--- config.mk ---
export PLATFORM = sky130hd
export DESIGN_NAME = clipped_rectangle_fill_engine_top
export DESIGN_NICKNAME = d
export VERILOG_FILES = /design/src/rtl/cref_pkg.sv /design/src/rtl/clipped_rectangle_fill_engine_top.sv /design/src/rtl/cref_front.sv /design/src/rtl/cref_queue.sv /design/src/rtl/cref_back.sv
export SDC_FILE = /design/constraint.sdc
export NUM_CORES = 1
export LEC_CHECK = 0
export BUFFER_PORTS_ARGS = -buffer_cell sky130_fd_sc_hd__buf_2
export CORE_AREA = 2 2 177 179
export CTS_BUF_LIST = sky130_fd_sc_hd__clkbuf_8
export CTS_CLUSTER_DIAMETER = 60
export DETAILED_ROUTE_END_ITERATION = 6
export DIE_AREA = 0 0 179 181
export PLACE_DENSITY = 0.71
export SLEW_MARGIN = 20
export SYNTH_ARGS = -nofsm -noshare
export SYNTH_HDL_FRONTEND = slang
export SYNTH_SLANG_ARGS = --single-unit
--- constraint.sdc ---
create_clock -name clk -period 12.14 [get_ports clk]
set_clock_uncertainty 0.2 [all_clocks]
set_input_delay 0.607 -clock clk [delete_from_list [all_inputs] [get_ports clk]]
set_output_delay 0.607 -clock clk [all_outputs]
set_load 0.005 [all_outputs]
--- src/rtl/cref_pkg.sv ---
`default_nettype none
// ---------------------------------------------------------------------------
// cref_pkg
// shared types and constants for the clipped rectangle fill engine
// ---------------------------------------------------------------------------
package cref_pkg;

  localparam int FB_WIDTH    = 640;
  localparam int FB_HEIGHT   = 480;

  localparam int COORD_W     = 16;
  localparam int COLOR_W     = 8;
  localparam int COL_W       = 10;
  localparam int ROW_W       = 9;
  localparam int OFF_W       = 19;
  localparam int CLIP_W      = 18;
  localparam int QUEUE_DEPTH = 2;

  typedef enum logic {
    MODE_LOAD = 1'b0,
    MODE_TICK = 1'b1
  } mode_t;

  typedef struct packed {
    logic               is_load;
    logic               job_ok;
    logic [COL_W-1:0]   col_first;
    logic [COL_W-1:0]   col_last;
    logic [ROW_W-1:0]   row_first;
    logic [ROW_W-1:0]   row_last;
    logic [COLOR_W-1:0] color;
  } cmd_t;

endpackage
`default_nettype wire

--- src/rtl/clipped_rectangle_fill_engine_top.sv ---
`default_nettype none
// ---------------------------------------------------------------------------
// clipped_rectangle_fill_engine_top
// clips rectangles to the framebuffer and streams one pixel write per tick
//
// channel  direction  fields
// in_      input      mode, rect_x, rect_y, rect_w, rect_h, fill_color
// out_     output     pixel_offset, pixel_color, last_pixel
//
// one item per cycle unless stalled; a tick's write is queued, then registered
// front clips loads combinationally, back computes the row base multiply on load
// a two-entry command queue lets front and back stall independently
// reset clears the queue, busy and output valid; no clearing pass
// ---------------------------------------------------------------------------
module clipped_rectangle_fill_engine_top #(
  parameter int WIDTH  = cref_pkg::FB_WIDTH,
  parameter int HEIGHT = cref_pkg::FB_HEIGHT
) (
  input  logic                                clk,
  input  logic                                rst_n,
  input  logic                                in_valid,
  output logic                                in_ready,
  input  logic                                in_mode,
  input  logic signed [cref_pkg::COORD_W-1:0] in_rect_x,
  input  logic signed [cref_pkg::COORD_W-1:0] in_rect_y,
  input  logic signed [cref_pkg::COORD_W-1:0] in_rect_w,
  input  logic signed [cref_pkg::COORD_W-1:0] in_rect_h,
  input  logic        [cref_pkg::COLOR_W-1:0] in_fill_color,
  output logic                                out_valid,
  input  logic                                out_ready,
  output logic        [cref_pkg::OFF_W-1:0]   out_pixel_offset,
  output logic        [cref_pkg::COLOR_W-1:0] out_pixel_color,
  output logic                                out_last_pixel
);
  import cref_pkg::*;

  cmd_t front_cmd;
  cmd_t head_cmd;
  logic head_valid;
  logic head_ready;

  cref_front #(
    .WIDTH  (WIDTH),
    .HEIGHT (HEIGHT)
  ) u_front (
    .in_mode       (in_mode),
    .in_rect_x     (in_rect_x),
    .in_rect_y     (in_rect_y),
    .in_rect_w     (in_rect_w),
    .in_rect_h     (in_rect_h),
    .in_fill_color (in_fill_color),
    .cmd           (front_cmd)
  );

  cref_queue u_queue (
    .clk        (clk),
    .rst_n      (rst_n),
    .push_valid (in_valid),
    .push_ready (in_ready),
    .push_cmd   (front_cmd),
    .pop_valid  (head_valid),
    .pop_ready  (head_ready),
    .pop_cmd    (head_cmd)
  );

  cref_back #(
    .WIDTH (WIDTH)
  ) u_back (
    .clk              (clk),
    .rst_n            (rst_n),
    .cmd_valid        (head_valid),
    .cmd_ready        (head_ready),
    .cmd              (head_cmd),
    .out_valid        (out_valid),
    .out_ready        (out_ready),
    .out_pixel_offset (out_pixel_offset),
    .out_pixel_color  (out_pixel_color),
    .out_last_pixel   (out_last_pixel)
  );

endmodule
`default_nettype wire

--- src/rtl/cref_front.sv ---
`default_nettype none
// ---------------------------------------------------------------------------
// cref_front
// classifies input items and clips load rectangles to the framebuffer
// ---------------------------------------------------------------------------
module cref_front #(
  parameter int WIDTH  = cref_pkg::FB_WIDTH,
  parameter int HEIGHT = cref_pkg::FB_HEIGHT
) (
  input  logic                                in_mode,
  input  logic signed [cref_pkg::COORD_W-1:0] in_rect_x,
  input  logic signed [cref_pkg::COORD_W-1:0] in_rect_y,
  input  logic signed [cref_pkg::COORD_W-1:0] in_rect_w,
  input  logic signed [cref_pkg::COORD_W-1:0] in_rect_h,
  input  logic        [cref_pkg::COLOR_W-1:0] in_fill_color,
  output cref_pkg::cmd_t                      cmd
);
  import cref_pkg::*;

  localparam int EXT_W = CLIP_W - COORD_W;
  localparam logic signed [CLIP_W-1:0] W_S   = CLIP_W'(WIDTH);
  localparam logic signed [CLIP_W-1:0] H_S   = CLIP_W'(HEIGHT);
  localparam logic signed [CLIP_W-1:0] ONE_S = CLIP_W'(1);

  logic signed [CLIP_W-1:0] x0, y0, w0, h0;
  logic signed [CLIP_W-1:0] x1, y1, w1, h1;
  logic signed [CLIP_W-1:0] w2, h2;
  logic signed [CLIP_W-1:0] x_end, y_end;
  logic signed [CLIP_W-1:0] col_end, row_end;
  logic                     off_edge;
  logic                     w_pos, h_pos;

  always_comb begin
    x0 = {{EXT_W{in_rect_x[COORD_W-1]}}, in_rect_x};
    y0 = {{EXT_W{in_rect_y[COORD_W-1]}}, in_rect_y};
    w0 = {{EXT_W{in_rect_w[COORD_W-1]}}, in_rect_w};
    h0 = {{EXT_W{in_rect_h[COORD_W-1]}}, in_rect_h};

    off_edge = (x0 >= W_S) || (y0 >= H_S);

    if (x0[CLIP_W-1]) begin
      w1 = w0 + x0;
      x1 = '0;
    end else begin
      w1 = w0;
      x1 = x0;
    end
    if (y0[CLIP_W-1]) begin
      h1 = h0 + y0;
      y1 = '0;
    end else begin
      h1 = h0;
      y1 = y0;
    end

    x_end = x1 + w1;
    y_end = y1 + h1;
    w2 = (x_end > W_S) ? (W_S - x1) : w1;
    h2 = (y_end > H_S) ? (H_S - y1) : h1;

    col_end = x1 + w2 - ONE_S;
    row_end = y1 + h2 - ONE_S;

    w_pos = !w2[CLIP_W-1] && (w2 != '0);
    h_pos = !h2[CLIP_W-1] && (h2 != '0);

    cmd.is_load   = (in_mode == MODE_LOAD);
    cmd.job_ok    = !off_edge && w_pos && h_pos;
    cmd.col_first = x1[COL_W-1:0];
    cmd.col_last  = col_end[COL_W-1:0];
    cmd.row_first = y1[ROW_W-1:0];
    cmd.row_last  = row_end[ROW_W-1:0];
    cmd.color     = in_fill_color;
  end

endmodule
`default_nettype wire

--- src/rtl/cref_queue.sv ---
`default_nettype none
// ---------------------------------------------------------------------------
// cref_queue
// short command queue between the front and back parts
// ---------------------------------------------------------------------------
module cref_queue (
  input  logic           clk,
  input  logic           rst_n,
  input  logic           push_valid,
  output logic           push_ready,
  input  cref_pkg::cmd_t push_cmd,
  output logic           pop_valid,
  input  logic           pop_ready,
  output cref_pkg::cmd_t pop_cmd
);
  import cref_pkg::*;

  localparam int PTR_W = (QUEUE_DEPTH > 1) ? $clog2(QUEUE_DEPTH) : 1;
  localparam int CNT_W = $clog2(QUEUE_DEPTH + 1);
  localparam logic [PTR_W-1:0] PTR_MAX = PTR_W'(QUEUE_DEPTH - 1);
  localparam logic [CNT_W-1:0] CNT_MAX = CNT_W'(QUEUE_DEPTH);

  cmd_t             mem_r [QUEUE_DEPTH];
  logic [PTR_W-1:0] wr_ptr_r, wr_ptr_nxt;
  logic [PTR_W-1:0] rd_ptr_r, rd_ptr_nxt;
  logic [CNT_W-1:0] count_r, count_nxt;
  logic             do_push, do_pop;

  assign push_ready = (count_r != CNT_MAX);
  assign pop_valid  = (count_r != '0);
  assign pop_cmd    = mem_r[rd_ptr_r];
  assign do_push    = push_valid && push_ready;
  assign do_pop     = pop_valid && pop_ready;

  always_comb begin
    wr_ptr_nxt = wr_ptr_r;
    rd_ptr_nxt = rd_ptr_r;
    count_nxt  = count_r;
    if (do_push) begin
      wr_ptr_nxt = (wr_ptr_r == PTR_MAX) ? '0 : wr_ptr_r + PTR_W'(1);
    end
    if (do_pop) begin
      rd_ptr_nxt = (rd_ptr_r == PTR_MAX) ? '0 : rd_ptr_r + PTR_W'(1);
    end
    if (do_push && !do_pop) begin
      count_nxt = count_r + CNT_W'(1);
    end else if (do_pop && !do_push) begin
      count_nxt = count_r - CNT_W'(1);
    end
  end

  always_ff @(posedge clk) begin
    if (!rst_n) begin
      wr_ptr_r <= '0;
      rd_ptr_r <= '0;
      count_r  <= '0;
    end else begin
      wr_ptr_r <= wr_ptr_nxt;
      rd_ptr_r <= rd_ptr_nxt;
      count_r  <= count_nxt;
    end
  end

  always_ff @(posedge clk) begin
    if (do_push) begin
      mem_r[wr_ptr_r] <= push_cmd;
    end
  end

`ifndef SYNTH
  a_count_bound: assert property (@(posedge clk) disable iff (!rst_n)
    count_r <= CNT_MAX)
    else $error("queue count beyond depth");
`endif

endmodule
`default_nettype wire

--- src/rtl/cref_back.sv ---
`default_nettype none
// ---------------------------------------------------------------------------
// cref_back
// holds the active fill job and steps one pixel write per tick
// ---------------------------------------------------------------------------
module cref_back #(
  parameter int WIDTH = cref_pkg::FB_WIDTH
) (
  input  logic                          clk,
  input  logic                          rst_n,
  input  logic                          cmd_valid,
  output logic                          cmd_ready,
  input  cref_pkg::cmd_t                cmd,
  output logic                          out_valid,
  input  logic                          out_ready,
  output logic [cref_pkg::OFF_W-1:0]    out_pixel_offset,
  output logic [cref_pkg::COLOR_W-1:0]  out_pixel_color,
  output logic                          out_last_pixel
);
  import cref_pkg::*;

  localparam logic [OFF_W-1:0] WIDTH_OFF = OFF_W'(WIDTH);

  logic               busy_r, busy_nxt;
  logic [COL_W-1:0]   cur_col_r, cur_col_nxt;
  logic [ROW_W-1:0]   cur_row_r, cur_row_nxt;
  logic [COL_W-1:0]   col_first_r, col_first_nxt;
  logic [COL_W-1:0]   col_last_r, col_last_nxt;
  logic [ROW_W-1:0]   row_last_r, row_last_nxt;
  logic [OFF_W-1:0]   row_base_r, row_base_nxt;
  logic [COLOR_W-1:0] color_r, color_nxt;

  logic               out_valid_r, out_valid_nxt;
  logic [OFF_W-1:0]   out_offset_r, out_offset_nxt;
  logic [COLOR_W-1:0] out_color_r, out_color_nxt;
  logic               out_last_r, out_last_nxt;

  logic slot_free, take, emit, end_col, end_row;

  assign slot_free = !out_valid_r || out_ready;
  assign cmd_ready = cmd.is_load || !busy_r || slot_free;
  assign take      = cmd_valid && cmd_ready;
  assign emit      = take && !cmd.is_load && busy_r;
  assign end_col   = (cur_col_r == col_last_r);
  assign end_row   = (cur_row_r == row_last_r);

  always_comb begin
    busy_nxt      = busy_r;
    cur_col_nxt   = cur_col_r;
    cur_row_nxt   = cur_row_r;
    col_first_nxt = col_first_r;
    col_last_nxt  = col_last_r;
    row_last_nxt  = row_last_r;
    row_base_nxt  = row_base_r;
    color_nxt     = color_r;
    if (take && cmd.is_load) begin
      busy_nxt      = cmd.job_ok;
      cur_col_nxt   = cmd.col_first;
      cur_row_nxt   = cmd.row_first;
      col_first_nxt = cmd.col_first;
      col_last_nxt  = cmd.col_last;
      row_last_nxt  = cmd.row_last;
      row_base_nxt  = OFF_W'(OFF_W'(cmd.row_first) * WIDTH_OFF);
      color_nxt     = cmd.color;
    end else if (emit) begin
      if (end_col) begin
        if (end_row) begin
          busy_nxt = 1'b0;
        end else begin
          cur_row_nxt  = cur_row_r + ROW_W'(1);
          row_base_nxt = row_base_r + WIDTH_OFF;
          cur_col_nxt  = col_first_r;
        end
      end else begin
        cur_col_nxt = cur_col_r + COL_W'(1);
      end
    end
  end

  always_comb begin
    out_valid_nxt  = out_valid_r;
    out_offset_nxt = out_offset_r;
    out_color_nxt  = out_color_r;
    out_last_nxt   = out_last_r;
    if (emit) begin
      out_valid_nxt  = 1'b1;
      out_offset_nxt = row_base_r + OFF_W'(cur_col_r);
      out_color_nxt  = color_r;
      out_last_nxt   = end_col && end_row;
    end else if (out_ready) begin
      out_valid_nxt = 1'b0;
    end
  end

  always_ff @(posedge clk) begin
    if (!rst_n) begin
      busy_r      <= 1'b0;
      out_valid_r <= 1'b0;
    end else begin
      busy_r      <= busy_nxt;
      out_valid_r <= out_valid_nxt;
    end
  end

  always_ff @(posedge clk) begin
    cur_col_r    <= cur_col_nxt;
    cur_row_r    <= cur_row_nxt;
    col_first_r  <= col_first_nxt;
    col_last_r   <= col_last_nxt;
    row_last_r   <= row_last_nxt;
    row_base_r   <= row_base_nxt;
    color_r      <= color_nxt;
    out_offset_r <= out_offset_nxt;
    out_color_r  <= out_color_nxt;
    out_last_r   <= out_last_nxt;
  end

  assign out_valid        = out_valid_r;
  assign out_pixel_offset = out_offset_r;
  assign out_pixel_color  = out_color_r;
  assign out_last_pixel   = out_last_r;

`ifndef SYNTH
  a_cursor_in_box: assert property (@(posedge clk) disable iff (!rst_n)
    busy_r |-> (cur_col_r <= col_last_r) && (cur_row_r <= row_last_r))
    else $error("cursor outside job box");

  a_row_base_match: assert property (@(posedge clk) disable iff (!rst_n)
    busy_r |-> (row_base_r == OFF_W'(OFF_W'(cur_row_r) * WIDTH_OFF)))
    else $error("row base out of step with row");

  a_last_ends_job: assert property (@(posedge clk) disable iff (!rst_n)
    (emit && end_col && end_row) |=> (out_last_r && !busy_r))
    else $error("final pixel did not close job");
`endif

endmodule
`default_nettype wire

Word-level counts from Yosys, hierarchy flattened
Memory sizes are Yosys's and may differ from the RTL's. A register that Yosys moved wholly into a read port is not among the register bits.
Cells that the tools add are included.
{"block": "word_totals", "reg_bits": 109, "ramBits": 96, "input_bits": 77, "n_memories": 1}
{"block": "op_classes", "add_sub_neg": 18, "multipliers": 1, "magnitude_cmp": 4, "n_eq_ne": 5, "n_mux": 32, "bitwise": 2, "reduce_logical": 36}
{"memory": "u_queue.mem_r", "words": 2, "width": 48, "rd": 1, "rd_ports_with_merged_regs": 1, "wr": 1, "line": "cref_queue.sv:23", "text": "cmd_t mem_r [QUEUE_DEPTH];"}
{"op": "19-bit two-way mux", "n": 4}
{"op": "18-bit two-way mux", "n": 4}
{"op": "10-bit two-way mux", "n": 4}
{"op": "16-bit by 18-bit adder with 18-bit output", "n": 2}
{"op": "9-bit two-way mux", "n": 4}
{"op": "18-bit nonzero test", "n": 2}
{"op": "16-bit by 16-bit adder with 17-bit output", "n": 2}
{"op": "15-bit two-way mux", "n": 2}
{"op": "19-bit by 10-bit adder with 19-bit output", "n": 1}
{"op": "19-bit by 10-bit adder with 19-bit output (second input constant)", "n": 1}
{"op": "18-bit by 10-bit greater-than comparator with 1-bit output (second input constant)", "n": 1}
{"op": "18-bit by 11-bit greater-than comparator with 1-bit output (second input constant)", "n": 1}
{"op": "16-bit by 10-bit >= comparator with 1-bit output (second input constant)", "n": 1}
{"op": "16-bit by 11-bit >= comparator with 1-bit output (second input constant)", "n": 1}
{"op": "10-bit by 15-bit subtractor with 16-bit output (first input constant)", "n": 1}
{"op": "9-bit by 15-bit subtractor with 16-bit output (first input constant)", "n": 1}
{"op": "1-bit logical AND", "n": 12}
{"op": "9-bit by 3-bit multiplier with 12-bit output (second input constant)", "n": 1}
{"op": "1-bit two-way mux", "n": 12}
{"op": "2-bit nonzero test", "n": 6}
{"op": "10-bit by 1-bit adder with 10-bit output (second input constant)", "n": 1}
{"op": "10-bit adder", "n": 1}
{"op": "10-bit equality test", "n": 1}
{"op": "10-bit by 2-bit subtractor with 10-bit output (second input constant)", "n": 1}
{"op": "other kinds (15)", "n": 31}

Longest topological paths before layout
Gate-level depths: netlist of the first run.
{"block": "logic_depth", "ltp_word": 9, "depth_mapped": 32, "depth_no_buf": 31}

Hierarchy
A second synthesis of the first run with hierarchy kept.
{"block": "hier_totals", "hier_cells": 1326, "area_unflattened_um2": 14138.6}
{"module": "cref_front", "n_inst": 1, "cells_each": 798, "area_each_um2": 5739.3, "seq_area_each_um2": 0.0}
{"module": "cref_back", "n_inst": 1, "cells_each": 355, "area_each_um2": 4693.3, "seq_area_each_um2": 2922.8}
{"module": "cref_queue", "n_inst": 1, "cells_each": 173, "area_each_um2": 3706.1, "seq_area_each_um2": 2982.9}

Worst setup path after synthesis of the first run
OpenSTA, ideal clock, no wires.
{"block": "synth_path", "path_kind": "input port to flip-flop", "startpoint": "input port in_rect_y[0] (netlist bit)", "endpoint": "memory u_queue.mem_r[0][16] (netlist bit) (data pin)", "setup_time_ns": 0.264, "arrival_time_ns": 6.961, "path_slack_ns": 4.715, "path_stages": 30, "cell_sequence": "ha_1 fa_1 a211oi_1 o21bai_1 a211oi_2 o31ai_1 xor2_1 mux2_2 ha_1 a211o_1 a21oi_2 nand2_1 xor2_1 o31a_1 or4b_1 o41ai_2 a2bb2oi_2 buf_2 mux2i_1 ha_1 inv_1 ha_1 a21o_1 a21oi_1 o21bai_1 a21oi_1 o21bai_1 a21oi_1 xnor2_1 xnor2_1"}
{"element": "start: declaration", "line": "clipped_rectangle_fill_engine_top.sv:25", "text": "input logic signed [cref_pkg::COORD_W-1:0] in_rect_y,"}
{"element": "end: declaration", "line": "cref_queue.sv:23"}

==> metrics.md, run 1 <==
| Metric | Value |
|---|---|
| DRC | `0` |
| CP top delay family | `compound AO/OA/AOI/OAI gates` |
| Initial Utilization | `44.6%` |
| Overflow after GRT | `0` |
| Fin crit share | `65.0%` |
| CP max stage cell | `a2bb2oi_2` |
| Hold WS | `0.125 ns` |
| Reg-to-reg endpoint | `u_back.row_base_r[17]` |
| IO Pins | `107` |
| Die X | `179 um` |
| Yosys top cell by area | `edfxtp_1` |
| Port-buffer cells | `106` |
| Req. time, crit path | `12.15 ns` |
| Post-Route WL | `29100 um` |
| Total Neg Setup Slack | `0 ns` |
| Die ar. | `32400 sq um` |
| Most frequent CP cell | `ha_1` |
| First-pass GRT wire length | `47200 um` |
| Setup Viol. Count Final | `0` |
| DIE HEIGHT | `181 um` |
| Placer Congestion | `0.873` |
| Crit. path cell count | `30` |
| First-pass iteration count of the detailed router | `7` |
| Largest net degree at the start of global routing | `68` |
| LEAKAGE | `5.96 nW` |
| Share of cells above drive strength 1 | `16.8%` |
| Post-route ant nets | `0` |
| Final Max Tran Viols | `0` |
| Clock sink total | `199` |
| Antenna violations before repair | `1` |
| Hold-fix buffers, CTS | `0` |
| Fmax | `127 MHz` |
| Root Driver | `clkbuf_8` |
| Kind of critical path | `input pin to register` |
| Ys Warns | `0` |
| Fin util | `49.2%` |
| Max-slew headroom | `38.3%` |
| Post-Syn Nets | `1477` |
| CTS tree | `built` |
| Via count | `9796` |
| Seq/Total Area, Yosys | `43.7%` |
| Reported max-cap violation count | `0` |
| Fraction of registers with async set/reset | `0%` |
| Yosys reg bits | `199` |
| Insertion delay to the later sink of the worst-skew pair | `0.46 ns` |
| Initial DRC Count | `427` |
| Maximum vdd ir drop | `0.0858 mV` |
| Yosys top cell area share | `42.6%` |
| Slowest stage delay, CP | `0.59 ns` |
| Status | `completed` |
| Reg2reg setup slack | `8.38 ns` |
| Fin crit period | `7.89 ns` |
| Worst slew pin tran | `0.920 ns` |
| Deepest clock path buffer count | `2` |
| Crit Path Max Fanout | `14` |
| Syn_area_per_cell | `10.6 sq um` |
| Post-DP HPWL | `22200 um` |
| Min-delay worst type | `input pin to register` |
| Net count, final | `1577` |
| Top FF cell, synth | `edfxtp_1` |
| Crit path buffers/inverters | `2` |
| Num CTS Buffers | `17` |
| CP Capture Type | `register` |
| Tot GR Track Use | `18.0%` |
| Post-CTS setup buffers | `0` |
| Crit path launch | `in_rect_y[0]` |
| Worst Setup EP | `u_queue.mem_r[0][16]` |
| Number of global-route vias before repair | `9512` |
| Area Growth Syn to Fin | `10.3%` |
| CP Data Arrival Time | `7.89 ns` |
| Mapped cell area | `13500 sq um` |
| Mapped Cells | `1277` |
| H-Tree Depth | `4` |
| Clk slew on worst S/H paths | `0.11 ns` |
| Drt via density | `5.48` |
| PostCTS Resize Cnt | `0` |
| RSZ-0062 raised after global routing | `no` |
| Cell variety after synth | `77` |
| Power per cell area | `175 nW/um^2` |
| Ranking of synthesized cells by area | `edfxtp_1 43%, ha_1 11%, mux2_2 5.5%` |
| # rows | `64` |
| Crit start category | `input pin` |
| Core ar. | `30300 sq um` |
| DR WL/cell | `16.3 um` |
| Reg2Reg Depth | `12` |
| Final Hold Fails | `0` |
| Post-synth EDFFs | `192` |
-- logic make-up after synthesis --
family	Yosys count	share of synthesized area, %
buf+inv	126	3.56
mux	84	6.83
xor+xnor	129	8.35
fa+ha+maj	123	11.8
simple gates	323	11.6
flops	199	43.7
compound gates	293	14.2
-- worst register-to-register path, stage by stage (launching register included) --
cell and delay, ns:
dfxtp_2 0.38, buf_4 0.54, mux2_2 0.48, ha_1 0.36
ha_1 0.31, a21o_1 0.15, a21oi_1 0.23, o21bai_1 0.11
a21oi_1 0.23, o21bai_1 0.09, a21oi_1 0.17, xor2_1 0.17
o21ai_0 0.09
-- area by class of cell --
class	count	area, sq um
Tap cell	396	495
Inverter	94	353
Fill cell	2744	15400
Timing Repair Buffer	113	583
Multi-Input combinational cell	952	7150
Antenna cell	1	2.50
Clock buffer	17	234
Clock inverter	15	196
Sequential cell	199	5910
-- flip-flops by register name, summed over array words and instances (netlist names), named ones only --
name and count:
u_back.row_base_r 12, u_queue.wr_ptr_r 1, u_queue.count_r 2, u_queue.mem_r 96, u_back.out_pixel_color 8, u_back.row_last_r 9
u_back.color_r 8, u_back.busy_r 1, u_back.out_last_pixel 1, u_queue.rd_ptr_r 1, u_back.out_valid 1, u_back.col_last_r 10
u_back.out_pixel_offset 19, u_back.cur_row_r 9, u_back.cur_col_r 10, u_back.col_first_r 10
-- synthesized netlist by cell type, drive strengths merged (4+ instances only) --
master and number:
nand2 86, o21a 12, fa 8, inv 92, a21oi 75, and2 8, nor4 10, or2 4
o41ai 4, o22ai 5, ha 115, nor3 27, mux2i 18, a21o 27, and3 11, nor2 81
buf 8, dfxtp 7, or3 5, mux2 66, o31ai 5, nand4 9, xnor2 73, a21boi 9
nor2b 29, nand3 33, a31oi 5, edfxtp 192, o211ai 4, a211oi 14, o311ai 4, clkbuf 24
or4 7, o21ai 78, nand2b 5, o21bai 17, xor2 56
-- per-layer routing --
metal	up-vias	GRT usage [%]	routed length [um]
met1	4655	24.2	13500
met2	220	30.7	14000
met5	-	0	0
li1	4889	-	-
met4	0	4.49	440
met3	32	2.36	1120
-- through the flow --
step | power (W) | cells | instance area, sq um | worst slack, ns
after floorplan | 0.00194 | 1277 | 13500 | 4.71
after global placement | 0.00216 | 1754 | 14500 | 3.93
after detailed placement | 0.00220 | 1754 | 14500 | 3.79
after CTS | 0.00263 | 1786 | 14900 | 4.27
after global routing | 0.00280 | 1786 | 14900 | 3.75
final | 0.00261 | 1787 | 14900 | 4.25
-- layout by cell type, fill, tap and decap left out, types with 5 or more instances in the layout --
cell,netlist,final
o22ai_1,5,5
buf_2,1,106
dfxtp_1,7,6
nand3_1,33,33
a21o_1,27,27
mux2i_1,18,18
inv_1,92,90
nand4_1,9,9
edfxtp_1,192,192
a21oi_1,74,74
xor2_1,56,56
and3_1,11,10
or3_1,5,5
o21ai_0,77,77
nor3_1,27,27
nand2b_1,5,5
nor4_1,10,10
fa_1,8,8
clkbuf_8,0,17
nor2b_1,29,29
o21a_1,12,12
o21bai_1,17,17
clkinv_8,0,6
a21boi_0,9,9
nor2_1,81,80
or4_1,7,7
xnor2_1,73,73
nand2_1,86,86
buf_4,0,7
and2_1,8,8
a211oi_1,11,11
ha_1,115,115
mux2_2,66,66
-- power by group --
part           internal, W  leakage (nW)  switching [W]  total (W)
Combinational     0.000466          3.90       0.000607    0.00107
Sequential         0.00102          1.85      0.0000884    0.00111
Clock             0.000163         0.211       0.000263   0.000426
-- worst min-delay path by stage --
stage,from,end,slack [ns],cells after the start
6_report,in_fill_color[0],u_queue.mem_r[0][0],0.13,1
3_5_place_dp,u_back.color_r[3],u_back.out_pixel_color[3],0.21,0
2_1_floorplan,u_back.color_r[0],u_back.out_pixel_color[0],0.20,0
5_1_grt,in_fill_color[4],u_queue.mem_r[1][4],0.09,1
3_3_place_gp,u_back.color_r[6],u_back.out_pixel_color[6],0.20,0
4_1_cts,in_fill_color[0],u_queue.mem_r[0][0],0.09,1
Note: power is estimated with default switching activity, not from simulation.
==> run 2, diff against run 1 <==
Settings changed: ABC_AREA set to 1, CORE_AREA 2 2 177 179 to 2 2 183 185, DIE_AREA 0 0 179 181 to 0 0 185 187, PLACE_DENSITY 0.71 to 0.73.
Clock period 12.14 ns to 7.1 ns, I/O delays scaled along.
==> run 2 against run 1 <==
  * Hold slack lost 0.090 ns
  * Die area grew 6.8%
  * Count of clock-buffer cells in the layout stayed put
  * Synthesized cell count is 44% higher
  * Core utilization fell by 0.13 points
  * Sequential power grew 80%
==> metrics.md, run 2 <==
| Metric | Value |
|---|---|
| Status | `completed` |
| Ranking of synthesized cells by area | `edfxtp_1 40%, nand2_1 15%, ha_1 9.9%` |
| CP Data Arrival Time | `6.05 ns (-1.84 ns)` |
| Most frequent CP cell | `nand2_1` |
| Net count, final | `2154 (+37%)` |
| Cell variety after synth | `49 (-36%)` |
| Initial DRC Count | `773 (+81%)` |
| Worst slew pin tran | `1.03 ns (+0.112 ns)` |
| Syn_area_per_cell | `7.91 sq um (-25%)` |
| CTS tree | `built` |
| Slowest stage delay, CP | `0.47 ns (-0.12 ns)` |
| Number of global-route vias before repair | `11800 (+24%)` |
| Yosys top cell by area | `edfxtp_1` |
| Num CTS Buffers | `17 (unchanged)` |
| LEAKAGE | `7.73 nW (+30%)` |
| Crit start category | `input pin` |
| Post-Route WL | `32900 um (+13%)` |
| DIE HEIGHT | `187 um (+3.3%)` |
| Inst Count DP | `2373 (+35%)` |
| Via count | `12100 (+23%)` |
| CP top delay family | `simple AND/OR/NAND/NOR gates` |
| Fraction of registers with async set/reset | `0% (unchanged)` |
| Top FF cell, synth | `edfxtp_1` |
| Seq/Total Area, Yosys | `40.6% (-3.1 points)` |
| Post-synth top cells | `568 x nand2_1, 260 x inv_1, 192 x edfxtp_1` |
| Post-route ant nets | `0 (unchanged)` |
| Max FFs per register | `96 (unchanged)` |
| Yosys top cell area share | `39.6% (-3.0 points)` |
| Crit Path Max Fanout | `16 (+2)` |
| Share of cells above drive strength 1 | `10.3% (-6.4 points)` |
| Count leader, synth | `nand2_1` |
| IO Pins | `107 (unchanged)` |
| Fmax | `166 MHz` |
| Reported max-cap violation count | `0 (unchanged)` |
| Largest net degree at the start of global routing | `86 (+26%)` |
| Die X | `185 um (+3.4%)` |
| Die ar. | `34600 sq um (+6.8%)` |
| Placer Congestion | `0.902 (+3.3%)` |
| Setup Viol. Count Final | `0 (unchanged)` |
| Mapped Cells | `1839 (+44%)` |
| Fin crit period | `6.04 ns` |
| Total Neg Setup Slack | `0 ns (unchanged)` |
| # rows | `67 (+4.7%)` |
| Antenna cells | `0 (-1)` |
| Final Max Tran Viols | `0 (unchanged)` |
| Port-buffer cells | `106 (unchanged)` |
| Root Driver | `clkbuf_8` |
| Overflow after GRT | `0 (unchanged)` |
| Clk slew on worst S/H paths | `0.10 ns (about the same)` |
| Yosys reg bits | `199 (unchanged)` |
| DR WL/cell | `13.6 um (-16%)` |
| Fin crit share | `85.1%` |
| H-Tree Depth | `4 (unchanged)` |
| CP Capture Type | `register` |
| Largest Register | `u_queue.mem_r` |
| RSZ-0062 raised after global routing | `no` |
| Ys Warns | `0 (unchanged)` |
| Commonest non-fill, non-tap cell in the layout | `nand2_1` |
| Req. time, crit path | `7.11 ns (-5.04 ns)` |
| Core ar. | `32900 sq um (+8.3%)` |
| Max-slew headroom | `31.0% (-7.3 points)` |
| First-pass GRT wire length | `55400 um (+17%)` |
| Final Hold Fails | `0 (unchanged)` |
| Antenna violations before repair | `0 (-1)` |
| Mapped cell area | `14600 sq um (+7.6%)` |
| First-pass iteration count of the detailed router | `5 (-2)` |
| Tot GR Track Use | `19.5% (+1.5 points)` |
| Post-Syn Nets | `2039 (+38%)` |
| Deepest clock path buffer count | `2 (unchanged)` |
| Post-synth EDFFs | `192 (unchanged)` |
| Clock sink total | `199 (unchanged)` |
| Commonest non-fill, non-tap cells in the layout | `568 x nand2_1, 260 x inv_1, 192 x edfxtp_1, 134 x nor2_1, 115 x ha_1` |
| CP max stage cell | `fa_1` |
| Crit path buffers/inverters | `5 (+3)` |
| Kind of critical path | `input pin to register` |
| Min-delay worst type | `input pin to register` |
| Fillers | `3224 (+17%)` |
| Power per cell area | `302 nW/um^2 (+73%)` |
| Maximum vdd ir drop | `0.231 mV (+170%)` |
| Initial Utilization | `44.3% (-0.29 points)` |
| Drt via density | `5.01 (-8.7%)` |
| Post-DP HPWL | `25700 um (+15%)` |
| DRC | `0 (unchanged)` |
| Non-filler cells, final | `2415 (+35%)` |
| Area Growth Syn to Fin | `10.8%` |
| Insertion delay to the later sink of the worst-skew pair | `0.46 ns (about the same)` |
run 2: worst paths after layout:
| check | cells past startpoint | end | start | slack (ns) |
|---|---|---|---|---|
| setup / recovery | 41 | u_queue.mem_r[1][35] | in_rect_x[0] | 1.06 |
| hold / removal | 4 | u_back.out_valid | out_ready | 0.04 |
| setup reg to reg | 11 | u_back.cur_col_r[7] | register | 2.85 |
| hold reg to reg | 0 | u_back.out_pixel_color[2] | u_back.color_r[2] | 0.23 |
run 2: cells by family (layout without fill, tap and decap cells):
family / count (synthesis) / in the layout / share of synthesized area (%)
and+or+nand+nor: 918 / 918 / 26.7
AOI/OAI and AO/OA: 201 / 201 / 7.59
buffers and inverters: 294 / 422 / 7.85
adders and majority gates: 123 / 123 / 11.0
xor gates and xnor gates: 104 / 104 / 6.26
DFF: 199 / 199 / 40.6
run 2: power breakdown:
part	internal, W	switching [W]
Combinational	0.000760	0.00136
Clock	0.000330	0.000423
Sequential	0.00184	0.000158
run 2: area by class of cell:
cell class	count	area (sq um)	area share, %
clock buffers	17	234	1.45
clock inverters	15	189	1.17
flip-flops and latches	199	5910	36.6
repair buffers	125	698	4.33
well taps	448	561	3.48
multi-input cells	1346	7530	46.7
inverters	265	997	6.19
run 2: per-stage QoR:
stage / cell area [sq um] / power (W) / worst slack, ns / hold slack (ns) / util (%)
after floorplan: 14600 / 0.00361 / 1.35 / 0.200 / -
after global placement: 15600 / 0.00405 / 0.709 / 0.202 / 47.5
after detailed placement: 15600 / 0.00414 / 0.575 / 0.205 / 47.5
after CTS: 16100 / 0.00490 / 1.07 / 0.0107 / 49.0
after global routing: 16100 / 0.00529 / 0.386 / 0.0968 / 49.0
final: 16100 / 0.00487 / 1.06 / 0.0350 / 49.0
run 2: repair_timing:
item | CTS | global route
hold buffers | 10 | 0
hold endpoints to repair | 23 | 0
gates resized for setup | 0 | 0
setup buffers | 0 | 0
run 2: per-layer routing:
metal	track usage, %	up-vias	routed length, um	part of all wire [%]
met4	6.20	0	795	2.4
met1	25.9	5524	15300	46
li1	-	6237	-	-
met2	33.5	277	15700	48
met5	0	-	0	0
met3	1.93	52	1160	3.5
run 2: worst reg2reg max path: cells and delay by family (launching register included):
kind            cells  cell delay [ns]
buf+inv             5             1.71
compound gates      2             1.37
simple gates        4             0.25
flops               1             0.32
